`src/rtl/assert_macros.svh`:
```
// assertion macros for the sandpile grid toppler
`ifndef ASSERT_MACROS_SVH
`define ASSERT_MACROS_SVH

// property must hold at every clock edge outside reset
`define SGT_ASSERT(lbl, prop, msg) \
	lbl: assert property (@(posedge clk) disable iff (!arst_n) prop) else $error(msg);

// condition must never be seen outside reset
`define SGT_NEVER(lbl, cond, msg) \
	lbl: assert property (@(posedge clk) disable iff (!arst_n) !(cond)) else $error(msg);

`endif

```
`src/rtl/sgt_pkg.sv`:
```
// shared types and constants of the sandpile grid toppler
package sgt_pkg;

	localparam int CFG_IDX_W = 1;

	localparam logic [CFG_IDX_W-1:0] REG_PERIODIC = 1'd0;
	localparam logic [CFG_IDX_W-1:0] REG_ASYNC    = 1'd1;

	typedef enum logic [1:0] {
		CMD_ADD   = 2'd0,
		CMD_SWEEP = 2'd1,
		CMD_READ  = 2'd2,
		CMD_NONE  = 2'd3
	} cmd_t;

	typedef enum logic [1:0] {
		NBR_UP    = 2'd0,
		NBR_RIGHT = 2'd1,
		NBR_DOWN  = 2'd2,
		NBR_LEFT  = 2'd3
	} nbr_t;

	typedef enum logic [1:0] {
		ASEL_REQ,
		ASEL_CTR,
		ASEL_NBR
	} addr_sel_t;

	typedef enum logic [1:0] {
		WR_NONE,
		WR_ZERO,
		WR_INC,
		WR_SUB4
	} wr_kind_t;

	typedef struct packed {
		cmd_t        command;
		logic [11:0] site_index;
	} req_t;

	typedef struct packed {
		logic        toppled;
		logic [31:0] grain_total;
		logic [7:0]  site_height;
	} rsp_t;

	typedef struct packed {
		logic      req_load;
		logic      ctr_clr;
		logic      ctr_inc;
		logic      nbr_clr;
		logic      nbr_inc;
		addr_sel_t addr_sel;
		logic      rd_h;
		logic      rd_m;
		wr_kind_t  wr_kind;
		logic      mk_wr;
		logic      any_clr;
		logic      any_set;
		logic      hgt_clr;
		logic      hgt_ld;
		logic      cnt_up;
		logic      cnt_dn;
	} dp_cmd_t;

	typedef struct packed {
		cmd_t command;
		logic in_range;
		logic ctr_last;
		logic nbr_last;
		logic h_ge4;
		logic h_max;
		logic mark;
		logic nbr_edge;
		logic periodic;
		logic async_on;
	} dp_sts_t;

endpackage

```
`src/rtl/sgt_ctrl.sv`:
```
// controller: command sequencing, clearing pass and sweep state machine
module sgt_ctrl (
	input  logic             clk,
	input  logic             arst_n,
	input  logic             start,
	output logic             busy,
	output logic             done,
	input  sgt_pkg::dp_sts_t sts,
	output sgt_pkg::dp_cmd_t cmd
);
	import sgt_pkg::*;

	typedef enum logic [3:0] {
		ST_CLEAR,
		ST_IDLE,
		ST_DECODE,
		ST_RQ_RD,
		ST_RQ_WB,
		ST_M_RD,
		ST_M_WR,
		ST_T_RD,
		ST_T_CHK,
		ST_N_RD,
		ST_N_WR
	} state_t;

	state_t state_q;
	state_t state_d;
	logic   done_q;
	logic   finish;
	logic   topple;

	assign topple = sts.async_on ? sts.h_ge4 : sts.mark;

	always_comb begin
		cmd      = '0;
		cmd.addr_sel = ASEL_CTR;
		cmd.wr_kind  = WR_NONE;
		state_d  = state_q;
		finish   = 1'b0;
		case (state_q)
			ST_CLEAR: begin
				cmd.wr_kind = WR_ZERO;
				if (sts.ctr_last) begin
					cmd.ctr_clr = 1'b1;
					state_d     = ST_IDLE;
				end else begin
					cmd.ctr_inc = 1'b1;
				end
			end
			ST_IDLE: begin
				if (start) begin
					cmd.req_load = 1'b1;
					state_d      = ST_DECODE;
				end
			end
			ST_DECODE: begin
				cmd.any_clr = 1'b1;
				cmd.hgt_clr = 1'b1;
				cmd.ctr_clr = 1'b1;
				case (sts.command)
					CMD_ADD, CMD_READ: begin
						if (sts.in_range) begin
							state_d = ST_RQ_RD;
						end else begin
							finish = 1'b1;
						end
					end
					CMD_SWEEP: state_d = sts.async_on ? ST_T_RD : ST_M_RD;
					default:   finish = 1'b1;
				endcase
			end
			ST_RQ_RD: begin
				cmd.addr_sel = ASEL_REQ;
				cmd.rd_h     = 1'b1;
				state_d      = ST_RQ_WB;
			end
			ST_RQ_WB: begin
				cmd.addr_sel = ASEL_REQ;
				cmd.hgt_ld   = 1'b1;
				if (sts.command == CMD_ADD && !sts.h_max) begin
					cmd.wr_kind = WR_INC;
					cmd.cnt_up  = 1'b1;
				end
				finish = 1'b1;
			end
			ST_M_RD: begin
				cmd.rd_h = 1'b1;
				state_d  = ST_M_WR;
			end
			ST_M_WR: begin
				cmd.mk_wr   = 1'b1;
				cmd.any_set = sts.h_ge4;
				if (sts.ctr_last) begin
					cmd.ctr_clr = 1'b1;
					state_d     = ST_T_RD;
				end else begin
					cmd.ctr_inc = 1'b1;
					state_d     = ST_M_RD;
				end
			end
			ST_T_RD: begin
				cmd.rd_h = 1'b1;
				cmd.rd_m = 1'b1;
				state_d  = ST_T_CHK;
			end
			ST_T_CHK: begin
				if (topple) begin
					cmd.wr_kind = WR_SUB4;
					cmd.any_set = 1'b1;
					cmd.nbr_clr = 1'b1;
					state_d     = ST_N_RD;
				end else if (sts.ctr_last) begin
					finish = 1'b1;
				end else begin
					cmd.ctr_inc = 1'b1;
					state_d     = ST_T_RD;
				end
			end
			ST_N_RD, ST_N_WR: begin
				cmd.addr_sel = ASEL_NBR;
				if (state_q == ST_N_RD && !(sts.nbr_edge && !sts.periodic)) begin
					cmd.rd_h = 1'b1;
					state_d  = ST_N_WR;
				end else begin
					if (state_q == ST_N_RD || sts.h_max) begin
						cmd.cnt_dn = 1'b1;
					end else begin
						cmd.wr_kind = WR_INC;
					end
					if (!sts.nbr_last) begin
						cmd.nbr_inc = 1'b1;
						state_d     = ST_N_RD;
					end else if (sts.ctr_last) begin
						finish = 1'b1;
					end else begin
						cmd.ctr_inc = 1'b1;
						state_d     = ST_T_RD;
					end
				end
			end
			default: state_d = ST_IDLE;
		endcase
		if (finish) begin
			state_d = ST_IDLE;
		end
	end

	always_ff @(posedge clk or negedge arst_n) begin
		if (!arst_n) begin
			state_q <= ST_CLEAR;
			done_q  <= 1'b0;
		end else begin
			state_q <= state_d;
			done_q  <= finish;
		end
	end

	assign busy = (state_q != ST_IDLE);
	assign done = done_q;

endmodule
```
`config.mk`:
```
export PLATFORM = sky130hd
export DESIGN_NAME = sgt_ctrl
export DESIGN_NICKNAME = d
export VERILOG_FILES = /design/src/rtl/assert_macros.svh /design/src/rtl/sgt_pkg.sv /design/src/rtl/sgt_ctrl.sv
export SDC_FILE = /design/constraint.sdc
export NUM_CORES = 1
export LEC_CHECK = 0
export BUFFER_PORTS_ARGS = -buffer_cell sky130_fd_sc_hd__buf_2
export CAP_MARGIN = 5
export CORE_MARGIN = 1
export CORE_UTILIZATION = 49
export DETAILED_ROUTE_END_ITERATION = 16
export PLACE_DENSITY = 0.89
export SYNTH_ARGS = -nofsm -noshare
export SYNTH_HDL_FRONTEND = slang
export SYNTH_SLANG_ARGS = --single-unit
```
`constraint.sdc`:
```
create_clock -name clk -period 5.3 [get_ports clk]
set_clock_uncertainty 0.05 [all_clocks]
set_input_delay 0.795 -clock clk [delete_from_list [all_inputs] [get_ports clk]]
set_output_delay 0.795 -clock clk [all_outputs]
set_load 0.02 [all_outputs]
```
==> results.json <==
{
  "outcome": "finished clean",
  "routedWlPerCell_um": 14.73,
  "coreArea_um2": 1366,
  "cts_tree": "yes",
  "synthArstFlopShare": 1.000,
  "p_total_mw": 0.4229,
  "netSwitchingFraction": 0.5473,
  "nFillCells": 117,
  "rows": 13,
  "grt_pass1_vias": 729,
  "drc": 0,
  "area_delta_synth_final_pct": 21.17,
  "die-area_um2": 1693,
  "pre_cts_ws_ns": 2.444,
  "yosys.cell_count.top_type": "nor2_1",
  "holdBufCountCts": 0,
  "drtAntennaViolNets": 0,
  "synth_ff_type": "dfrtp_1",
  "grt_first_pass_wirelength_mm": 3.325,
  "grt_use_total": 0.2935,
  "synth_top_area_frac": 0.1667,
  "antenna_found_initial": 0,
  "dr.pass1.iters": 4,
  "leakage_nw": 0.4349,
  "worst_pin_slew_ns": 0.6685,
  "ys_ff_latch": 5,
  "die_h_um": 41.14,
  "syn_nets": 120,
  "ios": 34,
  "cts_root_buf": "clkbuf_4",
  "critPathRequiredTime_ns": 4.45,
  "dieWidth_um": 41.14,
  "post_cts_buffers": 0,
  "avgSynthCellArea_um2": 7.082,
  "maxCapViolCount": 0,
  "crit_path_start_kind": "register",
  "hpwl_mm": 1.588,
  "arrival_ns": 2.13,
  "ir_worst_vdd_uv": 233.2,
  "synth_cell_types": 46,
  "finalWirelength_mm": 2.180,
  "intPower_mw": 0.1914,
  "wl_met1_um": 877,
  "critical_path_class": "register to output pin",
  "cts_resized": 0,
  "period_share": 0.5621,
  "finalSetupTns_ns": 0,
  "p_sw_mw": 0.2314,
  "p_seq_frac": 0.250,
  "port-buffer-count": 33,
  "min_period_ns": 2.979,
  "power.density_nw_per_um2": 464.9,
  "ctsHtreeMaxLevel": 1,
  "start_util": 0.5495,
  "n_antenna_cell": 0,
  "nets": 148,
  "layout-drive-gt1-share": 0.3083,
  "max_freq_mhz": 335.7,
  "end_kind": "output pin",
  "netlist_instances": 106,
  "hold_class": "input pin to async pin",
  "grt_overflow_total": 0,
  "cts_num_sinks": 5,
  "viasPerCell": 6.405,
  "worst-path-max-fanout": 24,
  "drv_slew": 0,
  "fin_ws_ns": 2.321,
  "synth_area_um2": 750.7,
  "synth_edf_count": 0,
  "grt_start_max_net_pins": 25,
  "clk_path_buf_depth": 2,
  "wl_met2_mm": 1.051,
  "vias": 948,
  "synth_top_area_cell": "dfrtp_1",
  "pwr-share-comb": 0.638,
  "finalHoldViolCount": 0,
  "detail_route.iter0.violations": 68,
  "place.gp.congestion": 0.8969,
  "synthTopCellsByCount": "12 x nor2_1, 8 x nand2_1, 6 x nand2b_1",
  "ys_warn_count": 0,
  "wl_met3_um": 204,
  "ys_top_cells_by_area": "dfrtp_1 17%, nor2_1 6.0%, nand2b_1 5.0%, nor2b_1 4.2%, nand2_1 4.0%",
  "slew-limit-headroom": 0.5543,
  "clock_latency_ns": 0.25,
  "top_layer_used": "met4",
  "clkTransAtPathRegs_ns": 0.05,
  "cts_made_buffers": 3,
  "clkPwrFrac": 0.112,
  "rsz0062_at_grt": "false",
  "setup_viol": 0,
  "ys_seq_area_frac": 0.1667
}
-- flip-flops by register name (all words and copies together), names as in the netlist --
signal   cells
done         1
state_q      4
-- kinds of logic after synthesis --
logic type,count (synthesis),share of synthesized area
xor+xnor,2,0.02334
simple gates,49,0.3567
flops,5,0.1667
buf+inv,15,0.09334
mux,2,0.02833
compound gates,33,0.3317
-- cells in the final DEF (no fill, tap or decap), types with 2 or more instances in the layout --
cell type   n
buf_2      33
and2_1      2
nor3_1      2
o21a_1      2
dfrtp_1     5
o31ai_1     3
a21bo_2     2
nor2_1     12
a21o_1      2
nor2b_1     5
inv_1       5
a21oi_1     5
clkbuf_4    3
nand3_1     5
o21ai_0     5
nand2b_1    6
nand2_1     8
a21boi_0    2
-- through the flow --
step	std cells	utilization	hold WS, ns	cell area (um2)
6_report	148	0.6658	0.3009	909.6
3_3_place_gp	144	0.6465	0.5587	883.3
4_1_cts	148	0.6658	0.3041	909.6
3_5_place_dp	144	0.6465	0.5654	883.3
2_1_floorplan	106	-	0.4494	750.7
5_1_grt	148	0.6658	0.3065	909.6
-- cell type report --
| type | instances | area, um2 | share of cell area |
|---|---|---|---|
| timing repair buffer | 33 | 165.2 | 0.1816 |
| clock buffer | 4 | 26.28 | 0.02889 |
| tap | 15 | 18.77 | 0.02063 |
| inverter | 5 | 18.77 | 0.02063 |
| multi-input combinational | 86 | 555.5 | 0.6107 |
| sequential | 5 | 125.1 | 0.1376 |
-- layer usage --
| metal | GRT usage | up-vias |
|---|---|---|
| met5 | 0 | - |
| met4 | 0.09677 | 0 |
| met3 | 0.07065 | 6 |
| met2 | 0.4727 | 71 |
| met1 | 0.3799 | 430 |
| li1 | - | 441 |
-- worst paths after layout --
check	start	endpoint	slack (ns)	depth (start not counted)
setup / recovery	state_q[1]	cmd[15]	2.32	4
hold / removal	arst_n	done	0.30	1
setup reg to reg	state_q[1]	state_q[1]	3.10	4
hold reg to reg	state_q[3]	state_q[2]	0.86	1
max in group asynchronous	arst_n	state_q[1]	4.75	1
min in group clk	sts[7]	state_q[2]	0.83	2
-- worst max-delay path, stage by stage (launching register included) --
cell and delay (ns):
dfrtp_1 0.62, nor4bb_1 0.67, a32oi_1 0.27, a21oi_1 0.16, buf_2 0.17
-- power by group through the flow --
stage / Combinational [mW] / Clock (mW) / Sequential [mW]
2_1_floorplan: 0.246 / 0 / 0.0614
3_3_place_gp: 0.260 / 0 / 0.104
3_5_place_dp: 0.265 / 0 / 0.104
4_1_cts: 0.267 / 0.0463 / 0.103
5_1_grt: 0.294 / 0.0498 / 0.110
6_report: 0.270 / 0.0472 / 0.106
Power figures use the tool's default switching activity.
